--- config.mk ---
export PLATFORM = sky130hd
export DESIGN_NAME = bpa_decoder
export DESIGN_NICKNAME = d
export VERILOG_FILES = /design/src/rtl/bpa_pkg.sv /design/src/rtl/bpa_decoder.sv
export SDC_FILE = /design/constraint.sdc
export NUM_CORES = 1
export LEC_CHECK = 0
export ABC_AREA = 1
export BUFFER_PORTS_ARGS = -buffer_cell sky130_fd_sc_hd__buf_2
export CAP_MARGIN = 20
export CELL_PAD_IN_SITES_DETAIL_PLACEMENT = 0
export CELL_PAD_IN_SITES_GLOBAL_PLACEMENT = 1
export CORE_UTILIZATION = 40
export CTS_CLUSTER_DIAMETER = 50
export CTS_CLUSTER_SIZE = 25
export DETAILED_ROUTE_END_ITERATION = 16
export PLACE_DENSITY_LB_ADDON = 0.08
export SLEW_MARGIN = 20
export SYNTH_ARGS = -nofsm -noshare
export SYNTH_HDL_FRONTEND = slang
export SYNTH_SLANG_ARGS = --single-unit
--- constraint.sdc ---
create_clock -name clk_i -period 18.9 [get_ports clk_i]
set_input_delay 5.67 -clock clk_i [delete_from_list [all_inputs] [get_ports clk_i]]
set_output_delay 5.67 -clock clk_i [all_outputs]
set_load 0.05 [all_outputs]
--- src/rtl/bpa_pkg.sv ---
// shared types, codes and helper functions of the bps patch apply engine
package bpa_pkg;

  localparam int unsigned CFG_IDX_W   = 1;
  localparam int unsigned CFG_DATA_W  = 24;
  localparam int unsigned TRAILER_LEN = 12;
  localparam logic [31:0] CRC_POLY    = 32'hEDB88320;

  typedef enum logic [1:0] {
    FUNC_LOAD  = 2'd0,
    FUNC_PATCH = 2'd1,
    FUNC_READ  = 2'd2
  } func_e;

  typedef enum logic [2:0] {
    ST_WORKING    = 3'd0,
    ST_DONE_OK    = 3'd1,
    ST_BAD_HEADER = 3'd2,
    ST_SIZE_ERR   = 3'd3,
    ST_CRC_ERR    = 3'd4,
    ST_BOUNDS_ERR = 3'd5
  } status_e;

  typedef enum logic [CFG_IDX_W-1:0] {
    REG_SOURCE_LENGTH = 1'd0,
    REG_PATCH_LENGTH  = 1'd1
  } cfg_reg_e;

  typedef struct packed {
    func_e       func;
    logic [15:0] address;
    logic [7:0]  data_byte;
  } in_word_t;

  typedef struct packed {
    logic [7:0]  read_byte;
    status_e     status;
    logic [16:0] target_length;
  } out_word_t;

  typedef struct packed {
    logic        busy;
    status_e     status;
    logic [16:0] target_length;
  } dec_stat_t;

  function automatic logic [31:0] crc_byte(input logic [31:0] crc, input logic [7:0] b);
    logic [31:0] c;
    c = crc ^ {24'h0, b};
    for (int k = 0; k < 8; k++) begin
      c = c[0] ? (CRC_POLY ^ (c >> 1)) : (c >> 1);
    end
    return c;
  endfunction

  function automatic logic [7:0] magic_byte(input logic [1:0] idx);
    logic [7:0] m;
    case (idx)
      2'd0: m = 8'h42;
      2'd1: m = 8'h50;
      2'd2: m = 8'h53;
      default: m = 8'h31;
    endcase
    return m;
  endfunction

endpackage

--- src/rtl/bpa_decoder.sv ---
// patch byte decoder with copy sequencer
module bpa_decoder #(
  parameter int unsigned SOURCE_DEPTH = 65536,
  parameter int unsigned TARGET_DEPTH = 65536,
  parameter int unsigned SAW          = 16,
  parameter int unsigned TAW          = 16,
  parameter int unsigned PW           = 17
) (
  input  logic              clk_i,
  input  logic              rst_ni,
  input  logic              pb_en_i,
  input  logic [7:0]        pb_byte_i,
  input  logic [16:0]       source_length_i,
  input  logic [23:0]       patch_length_i,
  input  logic [31:0]       source_crc_i,
  output logic              src_rd_en_o,
  output logic [SAW-1:0]    src_rd_addr_o,
  input  logic [7:0]        src_rd_data_i,
  output logic              tgt_wr_en_o,
  output logic [TAW-1:0]    tgt_wr_addr_o,
  output logic [7:0]        tgt_wr_data_o,
  output logic              tgt_rd_en_o,
  output logic [TAW-1:0]    tgt_rd_addr_o,
  input  logic [7:0]        tgt_rd_data_i,
  output logic [PW-1:0]     out_pos_o,
  output bpa_pkg::dec_stat_t stat_o
);
  import bpa_pkg::*;

  localparam int unsigned CAW = (SAW > TAW) ? SAW : TAW;

  localparam logic [3:0] PH_H0      = 4'd0;
  localparam logic [3:0] PH_H3      = 4'd3;
  localparam logic [3:0] PH_SRCSIZE = 4'd4;
  localparam logic [3:0] PH_TGTSIZE = 4'd5;
  localparam logic [3:0] PH_METALEN = 4'd6;
  localparam logic [3:0] PH_METASKP = 4'd7;
  localparam logic [3:0] PH_CMD     = 4'd8;
  localparam logic [3:0] PH_TGTDATA = 4'd9;
  localparam logic [3:0] PH_OFFSET  = 4'd10;
  localparam logic [3:0] PH_TRAILER = 4'd11;
  localparam logic [3:0] PH_STOP    = 4'd12;

  logic [3:0]     phase_q, phase_d, eff;
  logic [31:0]    vval_q, vval_d;
  logic [5:0]     vshift_q, vshift_d;
  logic [23:0]    ppos_q, ppos_d;
  logic [PW-1:0]  opos_q, opos_d;
  logic [SAW:0]   scp_q, scp_d;
  logic [PW-1:0]  tcp_q, tcp_d;
  logic [31:0]    run_q, run_d;
  logic [1:0]     kind_q, kind_d;
  logic [PW-1:0]  tsize_q, tsize_d;
  logic [31:0]    trail_q, trail_d;
  status_e        status_q, status_d;
  logic [PW-1:0]  cnt_q, cnt_d;
  logic [CAW-1:0] caddr_q, caddr_d;
  logic           csrc_q, csrc_d;
  logic           wpend_q, wpend_d;
  logic           wsrc_q, wsrc_d;

  logic [43:0] vterm, vsum;
  logic [31:0] vres;
  logic [32:0] clen, cend, slim;
  logic [33:0] base, np, npend;
  logic [23:0] start, off;
  logic        running, dwr;
  logic [7:0]  b;

  assign b       = pb_byte_i;
  assign running = cnt_q != '0;
  assign vterm   = 44'(b ^ 8'h80) << vshift_q;
  assign vsum    = 44'(vval_q) + vterm;
  assign vres    = (|vsum[43:32]) ? '1 : vsum[31:0];
  assign slim    = (33'(source_length_i) < 33'(SOURCE_DEPTH)) ? 33'(source_length_i)
                                                             : 33'(SOURCE_DEPTH);
  assign clen    = 33'(vres[31:2]) + 33'd1;
  assign cend    = 33'(opos_q) + clen;
  assign base    = (kind_q == 2'd2) ? 34'(scp_q) : 34'(tcp_q);
  assign np      = vres[0] ? (base - 34'(vres[31:1])) : (base + 34'(vres[31:1]));
  assign npend   = np + 34'(run_q);
  assign start   = patch_length_i - 24'(TRAILER_LEN);
  assign off     = ppos_q - start;

  always_comb begin
    phase_d  = phase_q;
    vval_d   = vval_q;
    vshift_d = vshift_q;
    ppos_d   = ppos_q;
    opos_d   = opos_q;
    scp_d    = scp_q;
    tcp_d    = tcp_q;
    run_d    = run_q;
    kind_d   = kind_q;
    tsize_d  = tsize_q;
    trail_d  = trail_q;
    status_d = status_q;
    cnt_d    = cnt_q;
    caddr_d  = caddr_q;
    csrc_d   = csrc_q;
    wsrc_d   = csrc_q;
    wpend_d  = running;
    dwr      = 1'b0;
    eff      = phase_q;
    if (running) begin
      cnt_d   = cnt_q - PW'(1);
      caddr_d = caddr_q + CAW'(1);
    end
    if (wpend_q) begin
      opos_d = opos_q + PW'(1);
    end
    if (pb_en_i && status_q == ST_WORKING) begin
      ppos_d = ppos_q + 24'd1;
      if (patch_length_i < 24'(TRAILER_LEN)) begin
        status_d = ST_BOUNDS_ERR;
        phase_d  = PH_STOP;
      end else begin
        if (ppos_q >= start && phase_q == PH_CMD && vshift_q == '0) begin
          eff = PH_TRAILER;
        end
        phase_d = eff;
        if (ppos_q >= start && eff != PH_TRAILER) begin
          status_d = ST_BOUNDS_ERR;
          phase_d  = PH_STOP;
        end else begin
          if (eff == PH_SRCSIZE || eff == PH_TGTSIZE || eff == PH_METALEN ||
              eff == PH_CMD || eff == PH_OFFSET) begin
            if (b[7]) begin
              vval_d   = '0;
              vshift_d = '0;
            end else begin
              vval_d = vres;
              if (vshift_q <= 6'd28) begin
                vshift_d = vshift_q + 6'd7;
              end
            end
          end
          case (eff)
            PH_SRCSIZE: begin
              if (b[7]) begin
                if (vres != 32'(source_length_i)) begin
                  status_d = ST_SIZE_ERR;
                  phase_d  = PH_STOP;
                end else begin
                  phase_d = PH_TGTSIZE;
                end
              end
            end
            PH_TGTSIZE: begin
              if (b[7]) begin
                if (33'(vres) > 33'(TARGET_DEPTH)) begin
                  status_d = ST_BOUNDS_ERR;
                  phase_d  = PH_STOP;
                end else begin
                  tsize_d = PW'(vres);
                  phase_d = PH_METALEN;
                end
              end
            end
            PH_METALEN: begin
              if (b[7]) begin
                run_d   = vres;
                phase_d = (vres == '0) ? PH_CMD : PH_METASKP;
              end
            end
            PH_METASKP: begin
              run_d = run_q - 32'd1;
              if (run_q == 32'd1) begin
                phase_d = PH_CMD;
              end
            end
            PH_CMD: begin
              if (b[7]) begin
                if (cend > 33'(tsize_q)) begin
                  status_d = ST_BOUNDS_ERR;
                  phase_d  = PH_STOP;
                end else begin
                  kind_d = vres[1:0];
                  if (vres[1:0] == 2'd0) begin
                    if (cend > slim) begin
                      status_d = ST_BOUNDS_ERR;
                      phase_d  = PH_STOP;
                    end else begin
                      cnt_d   = clen[PW-1:0];
                      caddr_d = CAW'(opos_q);
                      csrc_d  = 1'b1;
                    end
                  end else begin
                    run_d   = 32'(clen);
                    phase_d = (vres[1:0] == 2'd1) ? PH_TGTDATA : PH_OFFSET;
                  end
                end
              end
            end
            PH_TGTDATA: begin
              dwr    = 1'b1;
              opos_d = opos_q + PW'(1);
              run_d  = run_q - 32'd1;
              if (run_q == 32'd1) begin
                phase_d = PH_CMD;
              end
            end
            PH_OFFSET: begin
              if (b[7]) begin
                phase_d = PH_CMD;
                if (kind_q == 2'd2) begin
                  if (np[33] || npend > 34'(slim)) begin
                    status_d = ST_BOUNDS_ERR;
                    phase_d  = PH_STOP;
                  end else begin
                    cnt_d   = run_q[PW-1:0];
                    caddr_d = np[CAW-1:0];
                    csrc_d  = 1'b1;
                    scp_d   = npend[SAW:0];
                    run_d   = '0;
                  end
                end else begin
                  if (np[33] || np >= 34'(opos_q)) begin
                    status_d = ST_BOUNDS_ERR;
                    phase_d  = PH_STOP;
                  end else begin
                    cnt_d   = run_q[PW-1:0];
                    caddr_d = np[CAW-1:0];
                    csrc_d  = 1'b0;
                    tcp_d   = npend[PW-1:0];
                    run_d   = '0;
                  end
                end
              end
            end
            PH_TRAILER: begin
              if (off < 24'd4) begin
                trail_d = trail_q | (32'(b) << {off[1:0], 3'b000});
              end
              if (ppos_q == patch_length_i - 24'd1) begin
                status_d = (trail_d == ~source_crc_i) ? ST_DONE_OK : ST_CRC_ERR;
                phase_d  = PH_STOP;
              end
            end
            default: begin
              if (eff <= PH_H3) begin
                if (b != magic_byte(eff[1:0])) begin
                  status_d = ST_BAD_HEADER;
                  phase_d  = PH_STOP;
                end else begin
                  phase_d = eff + 4'd1;
                end
              end
            end
          endcase
        end
      end
    end
  end

  always_ff @(posedge clk_i or negedge rst_ni) begin
    if (!rst_ni) begin
      phase_q  <= PH_H0;
      vval_q   <= '0;
      vshift_q <= '0;
      ppos_q   <= '0;
      opos_q   <= '0;
      scp_q    <= '0;
      tcp_q    <= '0;
      run_q    <= '0;
      kind_q   <= '0;
      tsize_q  <= '0;
      trail_q  <= '0;
      status_q <= ST_WORKING;
      cnt_q    <= '0;
      caddr_q  <= '0;
      csrc_q   <= 1'b0;
      wpend_q  <= 1'b0;
      wsrc_q   <= 1'b0;
    end else begin
      phase_q  <= phase_d;
      vval_q   <= vval_d;
      vshift_q <= vshift_d;
      ppos_q   <= ppos_d;
      opos_q   <= opos_d;
      scp_q    <= scp_d;
      tcp_q    <= tcp_d;
      run_q    <= run_d;
      kind_q   <= kind_d;
      tsize_q  <= tsize_d;
      trail_q  <= trail_d;
      status_q <= status_d;
      cnt_q    <= cnt_d;
      caddr_q  <= caddr_d;
      csrc_q   <= csrc_d;
      wpend_q  <= wpend_d;
      wsrc_q   <= wsrc_d;
    end
  end

  assign src_rd_en_o   = running && csrc_q;
  assign src_rd_addr_o = caddr_q[SAW-1:0];
  assign tgt_rd_en_o   = running && !csrc_q;
  assign tgt_rd_addr_o = caddr_q[TAW-1:0];
  assign tgt_wr_en_o   = wpend_q || dwr;
  assign tgt_wr_addr_o = opos_q[TAW-1:0];
  assign tgt_wr_data_o = dwr ? b : (wsrc_q ? src_rd_data_i : tgt_rd_data_i);
  assign out_pos_o     = opos_q;

  assign stat_o.busy          = running || wpend_q;
  assign stat_o.status        = status_d;
  assign stat_o.target_length = 17'(tsize_d);

endmodule

==> qor.txt, run 1 <==
Synthesized area -> 0.0284 mm^2
Vias in the first global route -> 31299
Non-Filler Instances -> 6303
Int Pwr -> 1.10 mW
Slew margin rel. -> 31.1%
Leakage -> 20.4 nW
Initial Util -> 40.5%
Final Util -> 56.1%
Sequential area share after synthesis -> 21.0%
MaxCap Viol Count -> 0
Critical Path Most Common Cell -> nand2_1
Seq cells post-synth -> 239
Fmax -> 0.0509 GHz
Clock period minus worst slack -> 19.64 ns
Worst path max stage delay -> 0.39 ns
Commonest non-fill, non-tap cell in the layout -> nand2_1
Post-Syn Area per Cell -> 6.29 um^2
Ys Warns -> 0
Port Buffers -> 196
Number of synthesized flops with an enable pin -> 0
Final setup fails -> 2
Yosys top cell area share -> 21.0%
Pwr dens -> 39.6 mW/mm^2
Least-Margin Pin Slew -> 1.02 ns
Setup TNS -> -1.48 ns
CTS tree -> yes
Diode count -> 0
Placed cell area -> 0.0346 mm^2
NetSw -> 0.459 mW
Combinational fraction of design power -> 12.0%
Total CTS buffers -> 45
Sequential Power Share -> 32.9%
Core area -> 0.0701 mm^2
Routed length per instance -> 19.8 um
ANT nets after route -> 0
Initial antenna violation count -> 1
Syn nets -> 4850
IO Pins -> 197
Detailed Routing Iterations Pass 1 -> 6
Die area -> 0.0721 mm^2
Crit. Startpoint -> pb_byte_i[7]
Worst Hold Launch -> trail_q[11]
RSZ-0062 raised after global routing -> true
Clock network power share -> 55.1%
Asr flop ratio synth -> 100%
CP bufs+invs -> 10
First-pass GRT wire length -> 186000 um
Pin count of the biggest net entering global routing -> 88
Slew Viols, Final -> 0
GRT Residual Overflow -> 0
Root buf cell -> clkbuf_16
CTS Sinks -> 239
Synth area leaders -> dfrtp_1, nand2_1, ha_1, inv_1, xor2_1
CP Launch Type -> input port
Final hold vios -> 0
Slowest cell on crit path -> fa_2
Synth unique cells -> 71
Critical path's top delay family -> simple AND/OR/NAND/NOR gates
Share of layout cells above drive strength 1 -> 27.4%
Fin area -> 0.0393 mm^2
Placed cell count -> 6132
Failing checks -> setup timing
Tcrit/Tclk final -> 104%
Data arrival time of the worst path -> 13.97 ns
Worst vdd ir -> 0.0814 mV
Nets -> 5658
CTS H-tree depth -> 2
Kind of critical path -> input port to primary output
Most used DFF post-synth -> dfrtp_1
Critical path endpoint category -> primary output
Synth area leader -> dfrtp_1
CTS max path bufs -> 3
Die Ht -> 269 um
Layout Skew -> 0.0294 ns
Rows -> 97
Outcome -> complete, but fails checks
Switch share -> 29.5%
# DRC -> 0
Worst hold path class -> register to register
Clock transition at path regs -> 0.05 ns
Hpwl dp -> 99600 um
Clock Latency Late Sink -> 0.61 ns
Most frequent cells in the layout -> nand2_1, buf_4, inv_1, nor2_1, nand3_1
Hold Buf Count CTS -> 0
Worst r2r src -> vshift_q[3]
Via count -> 33500
Die X-Extent -> 269 um
All-Layer GR Usage -> 33.8%
Post-place setup slack -> -1.60 ns
Drt via density -> 5.31
Final worst setup slack -> -0.743 ns
Critical path peak fanout -> 4
Area Growth Syn to Fin -> 38.4%
DR iter-0 viols -> 3045
Worst path required time -> 13.23 ns
Routability cong. -> 0.985
Drt total wl -> 125000 um
Post-Syn Instances -> 4519
sequential cells by signal, indices dropped and copies added (netlist names), 2 cells and up:
| signal | flops |
|---|---|
| cnt_q | 17 |
| tsize_q | 17 |
| scp_q | 17 |
| trail_q | 32 |
| src_rd_addr_o | 16 |
| out_pos_o | 17 |
| run_q | 32 |
| phase_q | 4 |
| ppos_q | 24 |
| tcp_q | 17 |
| kind_q | 2 |
| vval_q | 32 |
| status_q | 3 |
| vshift_q | 6 |
metrics by stage:
step | power (mW) | hold slack (ns)
finish | 1.56 | 0.452
global route | 1.61 | 0.481
CTS | 1.56 | 0.453
detailed placement | 0.693 | 0.442
global placement | 0.693 | 0.433
floorplan | 0.608 | 0.388
power by group through the flow:
stage	sequential (mW)	combinational [mW]	clock [mW]
after floorplan	0.521	0.0871	0
after global placement	0.521	0.172	0
after detailed placement	0.521	0.172	0
after CTS	0.512	0.176	0.874
after global routing	0.512	0.206	0.894
final	0.512	0.188	0.859
per-layer routing:
metal	track usage [%]	vias up	wire [um]
met5	0	-	12
met4	8.80	2	3220
met3	3.97	168	7980
met2	52.8	1142	55000
met1	48.8	15697	58400
li1	-	16491	-
final cells by class:
type	instances	area [um^2]
sequential	239	5980
clock buffer	46	1140
timing repair buffer	912	6570
tap	940	1180
clock inverter	37	458
multi-input combinational	3492	21600
inverter	637	2410
fill	7141	30800
what timing repair did:
item,in CTS,in global routing
gates resized for setup,230,369
endpoints found under the setup margin,2,2
pin swaps,83,191
buffers inserted,49,42
path summary, 6_finish.rpt:
kind	to	slack (ns)	cells past startpoint
max	stat_o[19]	-0.74	60
min in group asynchronous	ppos_q[2]	5.04	1
min	trail_q[11]	0.45	2
min reg2reg	trail_q[11]	0.45	2
max reg2reg	cnt_q[5]	7.51	62
max in group asynchronous	out_pos_o[14]	11.88	3
cell usage after synthesis (all sizes together) (6+ instances only):
master   count
a21o        12
nand4       86
fa           6
a21boi      15
o21ai      356
o21a        11
xnor2       65
buf         71
o21bai      21
nor4        20
clkbuf      80
nand3      314
nor3        72
o41ai       20
ha         225
o221ai      10
a22oi        7
nand3b      11
o22ai       19
clkinv       7
a21oi      287
nor3b        6
dfrtp      239
nand2     1157
a221oi       6
a31oi       25
nor2       440
o31ai       12
inv        630
o311ai       8
xor2       195
or2         16
o211ai      33
o2111ai      6
logic make-up after synthesis:
group,synth area share [%]
and+or+nand+nor,31.9
DFF,21.0
adders and majority gates,10.3
AOI/OAI and AO/OA,17.4
xor gates and xnor gates,8.01
muxes,0.0704
buffers and inverters,11.2
worst reg2reg max path, delay by kind of cell (launching register included):
family          cells  cell delay [ns]
compound gates      9             1.78
flops               1             0.92
simple gates       34             5.04
xor+xnor            2             0.16
fa+ha+maj           3             0.91
buf+inv            14             2.49
Note: power is estimated with default switching activity, not from simulation.
==> inputs of run 2 (changes only) <==
- CORE_UTILIZATION: 40 -> 41
- CTS_BUF_LIST: unset -> sky130_fd_sc_hd__clkbuf_2 sky130_fd_sc_hd__clkbuf_4 sky130_fd_sc_hd__clkbuf_8
==> qor.txt, run 2 (synthesis results as in run 1) <==
CTS max path bufs -> 3 (unchanged)
Least-Margin Pin Slew -> 1.02 ns (-0.00307 ns)
Final setup fails -> 2 (unchanged)
Core area -> 0.0686 mm^2 (-2.2%)
CTS H-tree depth -> 2 (unchanged)
Area Growth Syn to Fin -> 37.5%
Final Util -> 57.0% (+0.91 points)
Slew margin rel. -> 31.3% (+0.21 points)
Rows -> 96 (-1.0%)
Layout Skew -> 0.0317 ns (+0.00224 ns)
Final worst setup slack -> -0.824 ns (-0.0805 ns)
Drt via density -> 5.34 (+0.41%)
Vias in the first global route -> 31899 (+1.9%)
Initial Util -> 41.4% (+0.92 points)
Total CTS buffers -> 44 (-2.2%)
# DRC -> 0 (unchanged)
Slowest cell on crit path -> fa_2
Post-place setup slack -> -1.80 ns (-0.202 ns)
Data arrival time of the worst path -> 14.05 ns (+0.08 ns)
Tcrit/Tclk final -> 104% (+0.43 points)
Port Buffers -> 196 (unchanged)
Placed cell area -> 0.0347 mm^2 (+0.18%)
Die area -> 0.0704 mm^2 (-2.4%)
Clock Latency Late Sink -> 0.69 ns (+0.08 ns)
Outcome -> complete, but fails checks
Commonest non-fill, non-tap cell in the layout -> nand2_1
RSZ-0062 raised after global routing -> true
Detailed Routing Iterations Pass 1 -> 6 (unchanged)
Largest regs -> run_q x32, trail_q x32, vval_q x32
Clock transition at path regs -> 0.08 ns (+0.03 ns)
Clock period minus worst slack -> 19.72 ns (+0.0805 ns)
Setup TNS -> -1.54 ns (-0.0620 ns)
Critical Path Most Common Cell -> nand2_1
First-pass GRT wire length -> 189000 um (+1.2%)
Root buf cell -> clkbuf_8
Die Ht -> 265 um (-1.2%)
Most frequent cells in the layout -> nand2_1, buf_4, inv_1, nor2_1, nand3_1
Failing checks -> setup timing
Nets -> 5687 (+0.51%)
DR iter-0 viols -> 3072 (+0.89%)
Worst path max stage delay -> 0.37 ns (-0.02 ns)
Worst hold path class -> register to register
Fmax -> 0.0507 GHz (-0.41%)
IO Pins -> 197 (unchanged)
Leakage -> 20.3 nW (-0.46%)
Pwr dens -> 34.1 mW/mm^2 (-14%)
Slew Viols, Final -> 0 (unchanged)
Die X-Extent -> 265 um (-1.2%)
CTS tree -> yes
Critical path peak fanout -> 4 (unchanged)
Worst vdd ir -> 0.0503 mV (-38%)
ANT nets after route -> 0 (unchanged)
Via count -> 33754 (+0.76%)
Pin count of the biggest net entering global routing -> 76 (-14%)
Hold Buf Count CTS -> 0 (unchanged)
CP Launch Type -> input port
Final hold vios -> 0 (unchanged)
Critical path endpoint category -> primary output
Routability cong. -> 0.992 (+0.74%)
Worst path required time -> 13.23 ns (about the same)
Hpwl dp -> 98700 um (-0.91%)
Share of layout cells above drive strength 1 -> 28.0% (+0.61 points)
Routed length per instance -> 19.7 um (-0.45%)
Kind of critical path -> input port to primary output
Fin area -> 0.0391 mm^2 (-0.65%)
Initial antenna violation count -> 4 (+3)
MaxCap Viol Count -> 0 (unchanged)
GRT Residual Overflow -> 0 (unchanged)
All-Layer GR Usage -> 34.6% (+0.83 points)
Hold slack -> 0.455 ns (+0.00315 ns)
CTS Sinks -> 239 (unchanged)
Drt total wl -> 124000 um (-0.11%)
run 2: cell count changes in the layout (fill, tap and decap cells not counted), moves of 5 or more:
| cell | delta |
|---|---|
| nand3_1 | -7 |
| nand2_2 | +5 |
| ha_1 | -6 |
| o21ai_2 | +5 |
| clkbuf_8 | +47 |
| clkbuf_16 | -45 |
| buf_6 | +6 |
| nand3_2 | +5 |
| nor2_2 | -8 |
| buf_4 | +27 |
| nor2_1 | +8 |
| o21ai_1 | -5 |
run 2: repair_timing:
item	in CTS	in global routing
setup buffers	81	32
pin swaps	119	177
endpoints found under the setup margin	2	2
resized for setup	307	291
run 2: per-layer routing:
| metal | track usage [%] | wire (um) | vias to the layer above |
|---|---|---|---|
| met3 | 4.54 | 8570 | 182 |
| met1 | 50.1 | 58200 | 15856 |
| met2 | 53.6 | 54200 | 1164 |
| li1 | - | - | 16552 |
| met5 | 0 | 0 | - |
| met4 | 8.95 | 3480 | 0 |
run 2: worst paths after layout:
kind | from | endpoint | slack [ns] | depth (start not counted)
max in group asynchronous | rst_ni | tcp_q[2] | 12.57 | 2
setup / recovery | pb_byte_i[7] | stat_o[19] | -0.82 | 64
hold reg to reg | trail_q[11] | trail_q[11] | 0.45 | 2
min in group asynchronous | rst_ni | ppos_q[4] | 4.97 | 1
setup reg to reg | vshift_q[2] | src_rd_addr_o[4] | 7.39 | 65
hold / removal | trail_q[11] | trail_q[11] | 0.45 | 2
run 2: metrics by stage:
step	cells	power, mW
4_1_cts	6293	1.33
2_1_floorplan	4519	0.608
5_1_grt	6324	1.38
6_report	6325	1.33
3_5_place_dp	6131	0.693
3_3_place_gp	6131	0.693
run 2: where the power goes:
| group | total, mW | internal [mW] | switching, mW |
|---|---|---|---|
| registers | 0.511 | 0.511 | 0 |
| clock network | 0.632 | 0.319 | 0.313 |
| logic | 0.189 | 0.0722 | 0.117 |
| total | 1.33 | 0.902 | 0.430 |
run 2: area by class of cell:
| class | count | area (um^2) |
|---|---|---|
| Tap cell | 931 | 1160 |
| Timing Repair Buffer | 942 | 6770 |
| Clock inverter | 32 | 414 |
| Inverter | 637 | 2400 |
| Multi-Input combinational cell | 3492 | 21700 |
| Clock buffer | 50 | 676 |
| Sequential cell | 239 | 5980 |
| Antenna cell | 2 | 5.00 |
| Fill cell | 6909 | 29500 |
run 2: critical path: cells and delay by family:
family,cells,cell delay (ns)
AOI/OAI and AO/OA,18,2.52
xor gates and xnor gates,2,0.34
adders and majority gates,5,1.29
buffers and inverters,10,1.25
and+or+nand+nor,29,2.95
